===== src/hdl/lmts_pkg.sv =====
// Shared types, timing constants and codes for the LCD mode timing sequencer.
// No dependencies; every other file refers to this package by scoped names.
package lmts_pkg;

    // Line and frame timing, in dot clocks and lines
    localparam int LINE_DOTS       = 456;
    localparam int OAM_SCAN_DOTS   = 80;
    localparam int DRAW_MIN_DOTS   = 172;
    localparam int LINES_PER_FRAME = 154;
    localparam int VISIBLE_LINES   = 144;
    localparam int MAX_STEP_DOTS   = 63;

    // Field widths
    localparam int DOTS_W  = 6;
    localparam int COUNT_W = 10;
    localparam int LINE_W  = 8;
    localparam int MODE_W  = 2;
    localparam int CFG_AW  = 3;
    localparam int CFG_DW  = 8;
    localparam int IN_TW   = 8;
    localparam int OUT_TW  = 16;

    localparam logic [COUNT_W-1:0] DOT_MAX = {COUNT_W{1'b1}};

    // LCD mode codes
    localparam logic [MODE_W-1:0] MODE_HBLANK = 2'd0;
    localparam logic [MODE_W-1:0] MODE_VBLANK = 2'd1;
    localparam logic [MODE_W-1:0] MODE_OAM    = 2'd2;
    localparam logic [MODE_W-1:0] MODE_DRAW   = 2'd3;

    // Configuration register indexes
    localparam logic [CFG_AW-1:0] REG_IRQ_HBLANK = 3'd0;
    localparam logic [CFG_AW-1:0] REG_IRQ_VBLANK = 3'd1;
    localparam logic [CFG_AW-1:0] REG_IRQ_OAM    = 3'd2;
    localparam logic [CFG_AW-1:0] REG_IRQ_MATCH  = 3'd3;
    localparam logic [CFG_AW-1:0] REG_LINE_CMP   = 3'd4;

    typedef struct packed {
        logic              irq_on_hblank;
        logic              irq_on_vblank;
        logic              irq_on_oam_scan;
        logic              irq_on_line_match;
        logic [LINE_W-1:0] line_compare;
    } cfg_t;

    typedef struct packed {
        logic [COUNT_W-1:0] dot_count;
        logic [MODE_W-1:0]  mode;
        logic [LINE_W-1:0]  line;
        logic               irq_line_prev;
    } timing_state_t;

    typedef struct packed {
        logic              line_ready;
        logic              vblank_irq;
        logic              stat_irq;
        logic              line_match;
        logic [LINE_W-1:0] current_line;
        logic [MODE_W-1:0] lcd_mode;
    } result_t;

endpackage


===== src/hdl/lmts_cfg_regs.sv =====
// Configuration register file: interrupt enables and line compare value.
// Depends on lmts_pkg.
module lmts_cfg_regs
(
    input  logic                           clk,
    input  logic                           rst_n,
    input  logic                           cfg_we,
    input  logic [lmts_pkg::CFG_AW-1:0]    cfg_addr,
    input  logic [lmts_pkg::CFG_DW-1:0]    cfg_wdata,
    output lmts_pkg::cfg_t                 cfg
);

    lmts_pkg::cfg_t cfg_reg;
    lmts_pkg::cfg_t cfg_next;

    // Decode one register write; unknown indexes are dropped
    always_comb
    begin
        cfg_next = cfg_reg;
        if (cfg_we)
        begin
            case (cfg_addr)
                lmts_pkg::REG_IRQ_HBLANK: cfg_next.irq_on_hblank     = cfg_wdata[0];
                lmts_pkg::REG_IRQ_VBLANK: cfg_next.irq_on_vblank     = cfg_wdata[0];
                lmts_pkg::REG_IRQ_OAM:    cfg_next.irq_on_oam_scan   = cfg_wdata[0];
                lmts_pkg::REG_IRQ_MATCH:  cfg_next.irq_on_line_match = cfg_wdata[0];
                lmts_pkg::REG_LINE_CMP:   cfg_next.line_compare      = cfg_wdata;
                default:                  cfg_next = cfg_reg;
            endcase
        end
    end

    always_ff @(posedge clk or negedge rst_n)
    begin
        if (!rst_n)
        begin
            cfg_reg <= '0;
        end
        else
        begin
            cfg_reg <= cfg_next;
        end
    end

    assign cfg = cfg_reg;

endmodule


===== src/hdl/lmts_step.sv =====
// Single-update timing logic: dot accumulation, one mode transition,
// line compare and status interrupt edge detect. Depends on lmts_pkg.
module lmts_step
(
    input  logic [lmts_pkg::DOTS_W-1:0] dots_elapsed,
    input  lmts_pkg::timing_state_t     state,
    input  lmts_pkg::cfg_t              cfg,
    output lmts_pkg::timing_state_t     state_next,
    output lmts_pkg::result_t           result
);

    localparam int SUM_W = lmts_pkg::COUNT_W + 1;
    localparam logic [lmts_pkg::DOTS_W-1:0] STEP_MAX =
        lmts_pkg::DOTS_W'(lmts_pkg::MAX_STEP_DOTS);
    localparam logic [lmts_pkg::COUNT_W-1:0] LINE_DOTS_C =
        lmts_pkg::COUNT_W'(lmts_pkg::LINE_DOTS);
    localparam logic [lmts_pkg::COUNT_W-1:0] OAM_END_C =
        lmts_pkg::COUNT_W'(lmts_pkg::OAM_SCAN_DOTS);
    localparam logic [lmts_pkg::COUNT_W-1:0] DRAW_END_C =
        lmts_pkg::COUNT_W'(lmts_pkg::OAM_SCAN_DOTS + lmts_pkg::DRAW_MIN_DOTS);
    localparam logic [lmts_pkg::LINE_W-1:0] LAST_LINE_C =
        lmts_pkg::LINE_W'(lmts_pkg::LINES_PER_FRAME - 1);
    localparam logic [lmts_pkg::LINE_W-1:0] VIS_LINES_C =
        lmts_pkg::LINE_W'(lmts_pkg::VISIBLE_LINES);

    logic [lmts_pkg::DOTS_W-1:0]  step_dots;
    logic [SUM_W-1:0]             dot_sum;
    logic [lmts_pkg::COUNT_W-1:0] dot_sat;
    logic [lmts_pkg::LINE_W-1:0]  line_inc;
    logic                         vblank_pulse;
    logic                         ready_pulse;
    logic                         match;
    logic                         irq_line;

    // Clamp the step and accumulate with saturation
    always_comb
    begin
        step_dots = (dots_elapsed > STEP_MAX) ? STEP_MAX : dots_elapsed;
        dot_sum   = SUM_W'(state.dot_count) + SUM_W'(step_dots);
        dot_sat   = dot_sum[SUM_W-1] ? lmts_pkg::DOT_MAX : dot_sum[lmts_pkg::COUNT_W-1:0];
        line_inc  = state.line + lmts_pkg::LINE_W'(1);
    end

    // At most one mode transition per update
    always_comb
    begin
        state_next           = state;
        state_next.dot_count = dot_sat;
        vblank_pulse         = 1'b0;
        ready_pulse          = 1'b0;
        case (state.mode)
            lmts_pkg::MODE_HBLANK,
            lmts_pkg::MODE_VBLANK:
            begin
                if (dot_sat > LINE_DOTS_C)
                begin
                    state_next.dot_count = dot_sat - LINE_DOTS_C;
                    state_next.mode      = lmts_pkg::MODE_OAM;
                    state_next.line      = line_inc;
                    if (line_inc > LAST_LINE_C)
                    begin
                        state_next.line = '0;
                    end
                    else if (line_inc >= VIS_LINES_C)
                    begin
                        state_next.mode = lmts_pkg::MODE_VBLANK;
                        vblank_pulse    = (line_inc == VIS_LINES_C);
                    end
                end
            end
            lmts_pkg::MODE_OAM:
            begin
                if (dot_sat > OAM_END_C)
                begin
                    state_next.mode = lmts_pkg::MODE_DRAW;
                end
            end
            default:
            begin
                if (dot_sat > DRAW_END_C)
                begin
                    state_next.mode = lmts_pkg::MODE_HBLANK;
                    ready_pulse     = 1'b1;
                end
            end
        endcase

        // Line coincidence and status interrupt line
        match    = (state_next.line == cfg.line_compare);
        irq_line = (state_next.mode == lmts_pkg::MODE_HBLANK && cfg.irq_on_hblank)
                || (state_next.mode == lmts_pkg::MODE_VBLANK && cfg.irq_on_vblank)
                || (state_next.mode == lmts_pkg::MODE_OAM    && cfg.irq_on_oam_scan)
                || (match && cfg.irq_on_line_match);
        state_next.irq_line_prev = irq_line;

        result.lcd_mode     = state_next.mode;
        result.current_line = state_next.line;
        result.line_match   = match;
        result.stat_irq     = irq_line && !state.irq_line_prev;
        result.vblank_irq   = vblank_pulse;
        result.line_ready   = ready_pulse;
    end

endmodule


===== src/hdl/lcd_mode_timing_sequencer_core.sv =====
// Top level of the LCD mode timing sequencer: input register, timing state,
// result register. Depends on lmts_pkg, lmts_cfg_regs and lmts_step.
//
//   channel   direction  handshake                 payload
//   s_axis    in         s_tvalid / s_tready       s_tdata[5:0] dots_elapsed
//   m_axis    out        m_tvalid / m_tready       m_tdata: mode, line, flags
//   cfg       in         cfg_we (no wait)          cfg_addr, cfg_wdata
//
// One update per clock while the output is not stalled: a transaction lands in the input
// register, then the step logic updates the timing state and fills the result register.
// Reset puts the sequencer at line 0, dot 0, OAM scan, enables cleared.
// A stalled output holds its result; the input register accepts while it is empty
// or while the result register is free or being drained in the same cycle.
module lcd_mode_timing_sequencer_core
(
    input  logic                           clk,
    input  logic                           rst_n,

    input  logic                           s_tvalid,
    output logic                           s_tready,
    input  logic [lmts_pkg::IN_TW-1:0]     s_tdata,   // [5:0] dots_elapsed, [7:6] zero

    output logic                           m_tvalid,
    input  logic                           m_tready,
    output logic [lmts_pkg::OUT_TW-1:0]    m_tdata,   // [1:0] lcd_mode, [9:2] current_line,
                                                      // [10] line_match, [11] stat_irq,
                                                      // [12] vblank_irq, [13] line_ready,
                                                      // [15:14] zero

    input  logic                           cfg_we,
    input  logic [lmts_pkg::CFG_AW-1:0]    cfg_addr,
    input  logic [lmts_pkg::CFG_DW-1:0]    cfg_wdata
);

    localparam int RES_W = $bits(lmts_pkg::result_t);

    lmts_pkg::cfg_t                cfg;
    lmts_pkg::timing_state_t       state_reg;
    lmts_pkg::timing_state_t       state_next;
    lmts_pkg::result_t             result;
    lmts_pkg::result_t             out_data_reg;
    logic                          out_valid_reg;
    logic                          in_valid_reg;
    logic [lmts_pkg::DOTS_W-1:0]   in_dots_reg;
    logic                          advance;
    logic                          s_fire;

    lmts_cfg_regs u_cfg
    (
        .clk       (clk),
        .rst_n     (rst_n),
        .cfg_we    (cfg_we),
        .cfg_addr  (cfg_addr),
        .cfg_wdata (cfg_wdata),
        .cfg       (cfg)
    );

    lmts_step u_step
    (
        .dots_elapsed (in_dots_reg),
        .state        (state_reg),
        .cfg          (cfg),
        .state_next   (state_next),
        .result       (result)
    );

    // Handshake: result register free or draining this cycle
    assign advance  = !out_valid_reg || m_tready;
    assign s_tready = !in_valid_reg || advance;
    assign s_fire   = s_tvalid && s_tready;

    // Input register
    always_ff @(posedge clk or negedge rst_n)
    begin
        if (!rst_n)
        begin
            in_valid_reg <= 1'b0;
        end
        else if (s_tready)
        begin
            in_valid_reg <= s_tvalid;
        end
    end

    always_ff @(posedge clk)
    begin
        if (s_fire)
        begin
            in_dots_reg <= s_tdata[lmts_pkg::DOTS_W-1:0];
        end
    end

    // Timing state and result valid
    always_ff @(posedge clk or negedge rst_n)
    begin
        if (!rst_n)
        begin
            state_reg.dot_count     <= '0;
            state_reg.mode          <= lmts_pkg::MODE_OAM;
            state_reg.line          <= '0;
            state_reg.irq_line_prev <= 1'b0;
            out_valid_reg           <= 1'b0;
        end
        else if (advance)
        begin
            out_valid_reg <= in_valid_reg;
            if (in_valid_reg)
            begin
                state_reg <= state_next;
            end
        end
    end

    // Result payload
    always_ff @(posedge clk)
    begin
        if (advance && in_valid_reg)
        begin
            out_data_reg <= result;
        end
    end

    assign m_tvalid = out_valid_reg;
    assign m_tdata  = {{(lmts_pkg::OUT_TW - RES_W){1'b0}}, out_data_reg};

endmodule


===== config.mk =====
export PLATFORM = sky130hd
export DESIGN_NAME = lcd_mode_timing_sequencer_core
export DESIGN_NICKNAME = d
export VERILOG_FILES = /design/src/hdl/lmts_pkg.sv /design/src/hdl/lmts_cfg_regs.sv /design/src/hdl/lmts_step.sv /design/src/hdl/lcd_mode_timing_sequencer_core.sv
export SDC_FILE = /design/constraint.sdc
export NUM_CORES = 1
export LEC_CHECK = 0
export BUFFER_PORTS_ARGS = -buffer_cell sky130_fd_sc_hd__buf_2
export CORE_MARGIN = 3
export CORE_UTILIZATION = 45
export DETAILED_ROUTE_END_ITERATION = 8
export PLACE_DENSITY = 0.68
export REMOVE_ABC_BUFFERS = 1
export SETUP_SLACK_MARGIN = 0.1
export SYNTH_ARGS = -nofsm -noshare
export SYNTH_HDL_FRONTEND = slang
export SYNTH_HIERARCHICAL = 1
export SYNTH_SLANG_ARGS = --single-unit
export TNS_END_PERCENT = 30

===== constraint.sdc =====
create_clock -name clk -period 4.8 [get_ports clk]
set_clock_uncertainty 0.15 [all_clocks]
set_input_delay 0.24 -clock clk [delete_from_list [all_inputs] [get_ports clk]]
set_output_delay 0.24 -clock clk [all_outputs]
set_load 0.05 [all_outputs]

==> results of run 1 <==
cell usage in the layout, fill, tap and decap left out, types with 3 or more instances in the layout:
master and instances:
buf_2 37, dfrtp_1 34, nor2_1 30, mux2_4 28, nand2_1 24, edfxtp_1 20
inv_1 18, a21oi_1 14, o21ai_0 14, xnor2_1 12, ha_1 11, dlygate4sd3_1 9
nand3_1 9, mux2_2 8, nor3_1 8, xor2_1 7, nand2b_1 6, a31oi_1 6
o31ai_1 6, clkbuf_8 5, a21o_1 5, mux2i_1 5, and2_1 4, or2_2 4
and3_1 4, nand4_1 4, buf_4 4, nand3b_1 3, inv_2 3
timing repair:
action	4_1_cts	5_1_grt
resized for setup	0	4
endpoints found under the hold margin	42	0
hold buffers	9	0
setup buffers	0	4
endpoints found under the setup margin	0	4
worst register-to-register path: cells and delay by family, from the launching register on:
kind	cells	cell delay (ps)
AND/OR/NAND/NOR	5	800
buffers and inverters	2	270
XOR/XNOR	1	280
multiplexers	1	260
adder cells (fa/ha/maj)	2	580
AO/OA/AOI/OAI	9	1620
flip-flops	1	400
layer usage:
metal	vias up	routed length [µm]
li1	1449	-
met1	1455	3982
met2	89	3807
met3	11	450
met4	0	116
met5	-	0
power groups by stage:
| stage | Combinational, W | Clock [W] | Sequential [W] |
|---|---|---|---|
| final | 0.00163 | 0.000310 | 0.000805 |
| after global placement | 0.00151 | 0 | 0.000804 |
| after detailed placement | 0.00155 | 0 | 0.000808 |
| after global routing | 0.00180 | 0.000341 | 0.000828 |
| after CTS | 0.00156 | 0.000320 | 0.000801 |
| after floorplan | 0.00116 | 0 | 0.000864 |
per-stage QoR:
step | cells | power, W | util | hold WS (ps) | setup WS, ps
finish | 518 | 0.002746 | 0.5205 | 8.722 | 326.9
global route | 518 | 0.002963 | 0.5205 | 2.114 | 87.97
CTS | 514 | 0.002683 | 0.5128 | 3.612 | 212.5
detailed placement | 497 | 0.002355 | 0.4895 | 252.3 | 236.0
global placement | 497 | 0.002318 | 0.4895 | 245.6 | 361.5
floorplan | 353 | 0.002024 | - | -205.6 | 267.0
layout make-up:
class	count	area [µm²]
Tap cell	105	131.4
Multi-Input combinational cell	277	2253
Inverter	21	78.83
Clock buffer	7	76.32
Timing Repair Buffer	52	336.6
Fill cell	775	4039
Clock inverter	1	30.03
Sequential cell	55	1478
cells by family after synthesis:
family / Yosys count
AND/OR/NAND/NOR: 118
AO/OA/AOI/OAI: 85
flip-flops: 55
buffers and inverters: 54
multiplexers: 41
XOR/XNOR: 19
adder cells (fa/ha/maj): 12
other: 1
how the worst max path moves through the flow:
| stage | end | depth (start not counted) |
|---|---|---|
| 6_report | state_reg[0]$_DFFE_PN0P_ | 20 |
| 2_1_floorplan | state_reg[0]$_DFFE_PN0P_ | 20 |
| 3_5_place_dp | state_reg[0]$_DFFE_PN0P_ | 20 |
| 5_1_grt | state_reg[0]$_DFFE_PN0P_ | 20 |
| 3_3_place_gp | state_reg[0]$_DFFE_PN0P_ | 20 |
| 4_1_cts | state_reg[0]$_DFFE_PN0P_ | 20 |
==> out/qor.txt, run 1 <==
Outcome - finished clean
Clk_lat worst skew - 310 ps
CTS Sinks - 55
Critical path arrival - 4520 ps
CP Launch Point - in_dots_reg[3]$_DFFE_PP_
Post-Syn Area - 4019 µm²
Async SR Flop Fraction - 0.6364
Delay-heaviest family, CP - compound AO/OA/AOI/OAI gates
Cell taking the most area after synthesis - dfrtp_1
Synth-to-Final Area Change - 9.091%
Diodes inserted - 0
Io pins - 42
Post-synthesis adder-cell area fraction - 0.03923
Gp weighted congestion - 0.8858
Tot GR Track Use - 0.1703
Sw Pwr - 0.001214 W
First-pass GRT wire length - 13990 µm
RSZ-0062 raised after global routing - false
Core ar. - 8423 µm²
Slew of the pin with the lowest slew margin - 839.2 ps
Largest family of logic cells by synthesized area - compound AO/OA/AOI/OAI gates
Post-synthesis sequential area ratio - 0.3677
Final WL - 8356 µm
GR Util met3 - 0.02907
Share of layout cells above drive strength 1 - 0.2881
#FFs+latches synth - 55
Max incr delay on CP - 400 ps
PD cells - 626.4 nW/µm²
Max-cap violation count - 0
Met1 usage - 0.2508
Number of enable flip-flop cells after synthesis - 20
Worst setup SP type - register
Tcrit/Tclk final - 0.9319
Htree depth - 2
Cell area after placement - 4123 µm²
Post-synthesis area per instance - 10.44 µm²
Crit-path slowest cell - edfxtp_1
Clk network pwr share - 0.113
Simple logic cell fraction of the synthesized area - 0.1647
Post-synth top flop - dfrtp_1
Flip-flop count of the largest register after layout - 21
Setup TNS - 0 ps
Most common cell in the netlist - dfrtp_1
WS Path Type - register to register
Vias in the first global route - 2804
TritonCTS buffer count - 5
Yosys Warn Count - 6
RR Startpoint - in_dots_reg[3]$_DFFE_PP_
Area share of the largest cell type after synthesis - 0.2117
Clk root buf - clkbuf_8
Register-to-register setup slack - 330 ps
Mux cell area share after synthesis - 0.1395
Final Setup Violations - 0
DIE AREA - 10100 µm²
Fin. max-slew vios - 0
Die height - 100.5 µm
Lkg Pwr - 1.876 nW
CTS Buffer Depth - 2
CP Buf/Inv Count - 2
Yosys cell types - 82
Initial antenna violation count - 0
Rel. slew slack - 0.4405
Port Buffers - 37
First DRT Iteration DRCs - 226
Min-Delay Startpoint - cfg_wdata[6]
Busiest layer in global routing - met2
Routed len/inst - 16.13 µm
Data required, critical path - 4850 ps
Synthesized-area fraction occupied by ao, oa, aoi and oai cells - 0.1694
Sequential share of power - 0.293
Post-synth top cells - 34 x dfrtp_1, 31 x nor2_1, 28 x mux2_4
ANT nets after route - 0
Remaining Overflow, GRT - 0
Via Count - 3004
Critical R2R Capture - state_reg[0]$_DFFE_PN0P_
Achievable Freq - 0.2236 GHz
Synthesized instance count - 385
CTS tree - built
Site Rows - 33
Clock-pin slew on the worst setup and hold paths - 100 ps
CP max FO - 6
Nets - 448
Starting Density - 0.4771
Dpl hpwl - 5834 µm
DRC violations left - 0
Maximum VDD drop - 0.2957 mV
Int Pwr - 0.001533 W
Crit path time final - 4473 ps
Combinational Power Share - 0.594
CP Capture Type - register
Pre-Repair DR Iteration Count - 4
Worst Hold Class - input pin to register
FF-to-FF path depth - 20
Hold EP - u_cfg/cfg[6]$_DFFE_PN0P_
Largest net degree at the start of global routing - 36
Hold Path Depth - 2
Sw Share - 0.4419
Xor/xnor cell area share of the yosys netlist - 0.04141
Critical path, cell by cell - ha_1, o21a_1, a21boi_2, o21a_2, nor2_1, nor2_2, and2_1, or2_2, ha_1, nand2_1, o21ai_0, a31oi_1, a2bb2oi_2, buf_6, buf_12, o21ai_0, o31ai_4, xor2_1, o31ai_1, mux2_2
Top cells by area, synth - dfrtp_1 21%, edfxtp_1 15%, mux2_4 10%
Final hold vios - 0
Die width - 100.5 µm
Met2 Usage GRT - 0.2620
Vias per cell - 5.799
Fin area - 4384 µm²
Note: power is estimated with default switching activity, not from simulation.
==> run 2: changes to the inputs <==
--- a/config.mk
+++ b/config.mk
@@ -6,10 +6,12 @@
 export NUM_CORES = 1
 export LEC_CHECK = 0
 export BUFFER_PORTS_ARGS = -buffer_cell sky130_fd_sc_hd__buf_2
+export CELL_PAD_IN_SITES_DETAIL_PLACEMENT = 0
+export CELL_PAD_IN_SITES_GLOBAL_PLACEMENT = 1
 export CORE_MARGIN = 3
 export CORE_UTILIZATION = 45
 export DETAILED_ROUTE_END_ITERATION = 8
-export PLACE_DENSITY = 0.68
+export PLACE_DENSITY = 0.82
 export REMOVE_ABC_BUFFERS = 1
 export SETUP_SLACK_MARGIN = 0.1
 export SYNTH_ARGS = -nofsm -noshare
==> run 2 against run 1 <==
Effect of this change: setup slack better by 3.9 ps; core utilization grew 0.43 points; clock-buffer cell count is the same; highest routed layer unchanged; sequential power barely moved; routed wire length fell by 0.38%; critical endpoint unchanged; fmax is essentially flat; worst hold slack improved by 1.7 ps; cell count up 1.2%; critical path depth shrank 1; final area increased by 0.83%.
==> out/qor.txt, run 2 (synthesis results as in run 1) <==
Maximum VDD drop - 0.3015 mV (+2.0%)
CP Capture Type - register
Site Rows - 33 (unchanged)
Remaining Overflow, GRT - 0 (unchanged)
Worst Hold Class - input pin to register
Hold EP - u_cfg/cfg[3]$_DFFE_PN0P_
Gp weighted congestion - 0.8459 (-4.5%)
FF-to-FF path depth - 19 (-5.0%)
Tcrit/Tclk final - 0.9311 (about the same)
RR Startpoint - in_dots_reg[3]$_DFFE_PP_
Final WL - 8324 µm (-0.38%)
Setup TNS - 0 ps (unchanged)
CP most frequent cell - ha_1
WS Path Type - register to register
Lkg Pwr - 1.895 nW (+1.0%)
Most frequent cells in the layout - 37 x buf_2, 34 x dfrtp_1, 30 x nor2_1
Die width - 100.5 µm (unchanged)
Final Non-Filler Cells - 524 (+1.2%)
Data required, critical path - 4900 ps (+50 ps)
Flip-flop count of the largest register after layout - 21 (unchanged)
Vias in the first global route - 2841 (+1.3%)
Critical R2R Capture - state_reg[0]$_DFFE_PN0P_
Min-Delay Startpoint - cfg_wdata[3]
Outcome - finished clean
PD cells - 613.5 nW/µm² (-2.1%)
Final hold vios - 0 (unchanged)
Largest net degree at the start of global routing - 36 (unchanged)
Port Buffers - 37 (unchanged)
Fin area - 4420 µm² (+0.83%)
Clk root buf - clkbuf_8
Vias per cell - 5.658 (-2.4%)
Starting Density - 0.4771 (unchanged)
Synth-to-Final Area Change - 9.994%
Worst setup SP type - register
Register-to-register setup slack - 330 ps (about the same)
Die height - 100.5 µm (unchanged)
Htree depth - 2 (unchanged)
Final Setup Violations - 0 (unchanged)
Tot GR Track Use - 0.1696 (-0.0007036)
Rel. slew slack - 0.4628 (+0.02235)
RSZ-0062 raised after global routing - true
Share of layout cells above drive strength 1 - 0.3007 (+0.01258)
CTS Buffer Depth - 2 (unchanged)
Clock-pin slew on the worst setup and hold paths - 110 ps (about the same)
Crit path time final - 4469 ps (-3.901 ps)
First-pass GRT wire length - 13900 µm (-0.69%)
Crit-path slowest cell - or3b_4
First DRT Iteration DRCs - 111 (-51%)
Slew of the pin with the lowest slew margin - 805.7 ps (-33.52 ps)
Diodes inserted - 0 (unchanged)
Critical path, cell by cell - ha_1, o21a_1, a21boi_2, o21a_2, nor2_1, nor2_2, and2_1, or2_2, ha_1, nand2_1, o21ai_0, a31oi_1, a2bb2oi_2, buf_6, buf_4, o31ai_1, or3b_4, o31ai_2, mux2_2
CTS tree - built
Max incr delay on CP - 450 ps (+50 ps)
Via Count - 2965 (-1.3%)
CP max FO - 6 (unchanged)
Most common cell after layout, fill and taps aside - buf_2
Hold Path Depth - 2 (unchanged)
Total chip power - 0.002712 W (-1.3%)
Initial antenna violation count - 0 (unchanged)
Critical path arrival - 4570 ps (+50 ps)
Io pins - 42 (unchanged)
CTS Sinks - 55 (unchanged)
Achievable Freq - 0.2238 GHz (about the same)
Fillers - 807 (+4.1%)
Dpl hpwl - 5912 µm (+1.3%)
ANT nets after route - 0 (unchanged)
Max-cap violation count - 0 (unchanged)
TritonCTS buffer count - 5 (unchanged)
Fin. max-slew vios - 0 (unchanged)
Clk_lat worst skew - 310 ps (about the same)
Core ar. - 8423 µm² (unchanged)
Routed len/inst - 15.89 µm (-1.5%)
Placed cells - 498 (+0.20%)
Nets - 454 (+1.3%)
Pre-Repair DR Iteration Count - 4 (unchanged)
Cell area after placement - 4130 µm² (+0.18%)
DRC violations left - 0 (unchanged)
DIE AREA - 10100 µm² (unchanged)
-- run 2: cell count changes in the layout (fill, tap and decap cells not counted), sizes merged --
| cell | change |
|---|---|
| bufinv | -1 |
| dlygate4sd3 | +3 |
| buf | +3 |
| inv | +1 |
-- run 2: worst max-delay path by stage --
stage                                    startpoint                   endpoint  cells after the start
final                      in_dots_reg[3]$_DFFE_PP_   state_reg[0]$_DFFE_PN0P_                     19
after global routing      state_reg[14]$_DFFE_PN0P_  state_reg[19]$_DFFE_PN0P_                     19
after CTS                 state_reg[11]$_DFFE_PN0P_   state_reg[0]$_DFFE_PN0P_                     20
after detailed placement  state_reg[11]$_DFFE_PN0P_   state_reg[0]$_DFFE_PN0P_                     21
after global placement    state_reg[11]$_DFFE_PN0P_   state_reg[0]$_DFFE_PN0P_                     20
after floorplan           state_reg[11]$_DFFE_PN0P_   state_reg[0]$_DFFE_PN0P_                     20
-- run 2: critical path: cells and delay by family, from the launching register on --
family	cells	cell delay, ps
compound gates	8	1620
simple gates	6	1220
fa+ha+maj	2	570
flops	1	380
buf+inv	2	280
mux	1	180
-- run 2: cell type report --
| class | instances | area (µm²) | share of cell area |
|---|---|---|---|
| Timing Repair Buffer | 58 | 376.6 | 0.08520 |
| Clock buffer | 7 | 86.33 | 0.01953 |
| Sequential cell | 55 | 1478 | 0.3343 |
| Clock inverter | 1 | 8.758 | 0.001981 |
| Tap cell | 105 | 131.4 | 0.02972 |
| Inverter | 21 | 78.83 | 0.01783 |
| Multi-Input combinational cell | 277 | 2261 | 0.5115 |
-- run 2: per-stage QoR --
step                      utilization  worst slack [ps]  hold WS, ps
after floorplan                     -             267.0       -205.6
after global placement         0.4903             364.0        235.9
after detailed placement       0.4903             220.7        242.1
after CTS                      0.5135             171.0       0.7097
after global routing           0.5248             63.21        1.673
final                          0.5248             330.8        10.40
-- run 2: where the power goes --
group	total (W)	switching [W]	internal, W	leakage [nW]
registers	0.000806	0.000169	0.000636	0.623
logic	0.00163	0.000889	0.000743	1.22
clock network	0.000275	0.000155	0.000120	0.0489
total	0.00271	0.00121	0.00150	1.89
-- run 2: metal layers --
layer / wire length, µm / global-route usage / vias to the layer above
li1: - / - / 1449
met1: 3947 / 0.2489 / 1431
met2: 3848 / 0.2574 / 76
met3: 414 / 0.02837 / 9
met4: 114 / 0.05078 / 0
met5: 0 / 0 / -
-- run 2: repair_timing --
| item | 4_1_cts | 5_1_grt |
|---|---|---|
| hold endpoints to repair | 43 | 2 |
| buffers inserted | 0 | 6 |
| hold buffers | 10 | 2 |
| endpoints found under the setup margin | 0 | 4 |
| resized for setup | 0 | 8 |
==> run 3: changes to the inputs <==
==> constraint.sdc (replaced) <==
create_clock -name clk -period 5.5 [get_ports clk]
set_clock_uncertainty 0.15 [all_clocks]
set_input_delay 0.275 -clock clk [delete_from_list [all_inputs] [get_ports clk]]
set_output_delay 0.275 -clock clk [all_outputs]
set_load 0.05 [all_outputs]
==> run 3 against run 2 <==
Effect of this change: largest power group unchanged; fmax decreased by 10%; final area fell by 3.2%; sequential power is 13% lower; global-route usage up 0.31 points.
==> out/qor.txt, run 3 (synthesis results as in run 1) <==
Outcome - finished clean
Clk root buf - clkbuf_8
Synth-to-Final Area Change - 6.507%
Routed len/inst - 16.32 µm (+2.7%)
Core ar. - 8423 µm² (unchanged)
Tcrit/Tclk final - 0.9025 (-0.02853)
Worst Hold Class - input pin to register
CP max FO - 17 (+11)
Setup bufs post-CTS - 0 (unchanged)
Clock-pin slew on the worst setup and hold paths - 100 ps (about the same)
WS Path Type - register to register
Io pins - 42 (unchanged)
Final hold vios - 0 (unchanged)
DIE AREA - 10100 µm² (unchanged)
Die width - 100.5 µm (unchanged)
Nets - 441 (-2.9%)
Die height - 100.5 µm (unchanged)
CP Capture Type - register
Remaining Overflow, GRT - 0 (unchanged)
Max-cap violation count - 0 (unchanged)
Most common cell after layout, fill and taps aside - buf_2
Hold buffers post-CTS - 7 (-3)
Total chip power - 0.002299 W (-15%)
Flip-flop count of the largest register after layout - 21 (unchanged)
Dpl hpwl - 6070 µm (+2.7%)
Final setup margin - 536.0 ps (+205.2 ps)
Lkg Pwr - 1.825 nW (-3.7%)
Largest net degree at the start of global routing - 36 (unchanged)
CTS tree - built
Gp weighted congestion - 0.8341 (-1.4%)
DRC violations left - 0 (unchanged)
Fin area - 4280 µm² (-3.2%)
Starting Density - 0.4771 (unchanged)
Fin. max-slew vios - 0 (unchanged)
Tot GR Track Use - 0.1727 (+0.003119)
Fillers - 787 (-2.5%)
Achievable Freq - 0.2015 GHz (-10%)
Initial antenna violation count - 0 (unchanged)
PD cells - 537.0 nW/µm² (-12%)
Port Buffers - 37 (unchanged)
Setup WS pre-CTS - 610.9 ps (+390.1 ps)
Slew of the pin with the lowest slew margin - 828.7 ps (+22.98 ps)
Diodes inserted - 0 (unchanged)
Cell area after placement - 4115 µm² (-0.36%)
Most frequent cells in the layout - 37 x buf_2, 34 x dfrtp_1, 31 x nor2_1
Site Rows - 33 (unchanged)
Vias in the first global route - 2817 (-0.84%)
Pre-Repair DR Iteration Count - 4 (unchanged)
Setup TNS - 0 ps (unchanged)
Vias per cell - 5.734 (+1.3%)
ANT nets after route - 0 (unchanged)
CTS Buffer Depth - 2 (unchanged)
Worst setup SP type - register
First DRT Iteration DRCs - 157 (+41%)
Rel. slew slack - 0.4475 (-0.01532)
Crit path time final - 4964 ps (+494.8 ps)
RSZ-0062 raised after global routing - false
CTS Sinks - 55 (unchanged)
Post_cts resized - 0 (unchanged)
TritonCTS buffer count - 5 (unchanged)
Maximum VDD drop - 0.2688 mV (-11%)
Clk_lat worst skew - 310 ps (about the same)
Final WL - 8340 µm (+0.19%)
Via Count - 2930 (-1.2%)
Htree depth - 2 (unchanged)
First-pass GRT wire length - 14000 µm (+0.75%)
Final Setup Violations - 0 (unchanged)
Share of layout cells above drive strength 1 - 0.2783 (-0.02239)
Critical path arrival - 5020 ps (+450 ps)
Data required, critical path - 5550 ps (+650 ps)
-- run 3: changes by cell type in the layout (fill, tap and decap cells not counted), sizes merged --
cell,delta
buf,-8
dlygate4sd3,-5
clkinv,+1
inv,-1
-- run 3: stage by stage --
step	util	hold slack [ps]	instances
2_1_floorplan	-	-170.6	353
3_3_place_gp	0.4886	275.5	496
3_5_place_dp	0.4886	275.9	496
4_1_cts	0.5082	1.584	511
5_1_grt	0.5082	8.665	511
6_report	0.5082	6.952	511
-- run 3: area by class of cell --
class / instances / area (µm²) / area share
tap: 105 / 131.4 / 0.03069
multi-input combinational: 277 / 2235 / 0.5221
timing repair buffer: 45 / 262.8 / 0.06139
sequential: 55 / 1478 / 0.3452
clock inverter: 1 / 8.758 / 0.002046
inverter: 21 / 78.83 / 0.01842
clock buffer: 7 / 86.33 / 0.02017
-- run 3: final timing paths --
path / start / to / slack [ps] / cells past startpoint
worst max-delay path: state_reg[11]$_DFFE_PN0P_ / state_reg[0]$_DFFE_PN0P_ / 540 / 21
worst min-delay path: s_tvalid / in_valid_reg$_DFFE_PN0P_ / 7 / 2
worst max register to register: state_reg[11]$_DFFE_PN0P_ / state_reg[0]$_DFFE_PN0P_ / 540 / 21
worst min register to register: u_cfg/cfg[11]$_DFFE_PN0P_ / u_cfg/cfg[11]$_DFFE_PN0P_ / 370 / 1
max in group asynchronous: rst_n / state_reg[13]$_DFFE_PN0P_ / 4240 / 2
min in group asynchronous: rst_n / state_reg[18]$_DFFE_PN0P_ / 440 / 2
-- run 3: power breakdown --
part | switching, W | internal, W | leakage [nW]
Clock | 0.000135 | 0.000104 | 0.0484
Combinational | 0.000761 | 0.000595 | 1.15
Sequential | 0.000149 | 0.000555 | 0.623
-- run 3: critical path: stages, from the launching register on --
cell,delay [ps]
dfrtp_1,370
ha_1,190
inv_1,60
fa_1,390
nand2b_1,220
a21boi_2,220
o21a_2,220
nor2_1,70
nor2_1,190
and2_1,200
nor2_1,90
ha_1,220
nand2_1,50
o21ai_0,100
a31oi_1,270
a2bb2oi_2,190
buf_4,240
or2_2,330
o31ai_2,390
xor2_1,320
o31ai_1,110
mux2_2,260
-- run 3: routing by layer --
| metal | part of all wire | track usage | vias up |
|---|---|---|---|
| met5 | 0 | 0 | - |
| met4 | 0.010 | 0.04352 | 0 |
| met3 | 0.061 | 0.02907 | 6 |
| met2 | 0.45 | 0.2666 | 90 |
| met1 | 0.48 | 0.2529 | 1409 |
| li1 | - | - | 1425 |
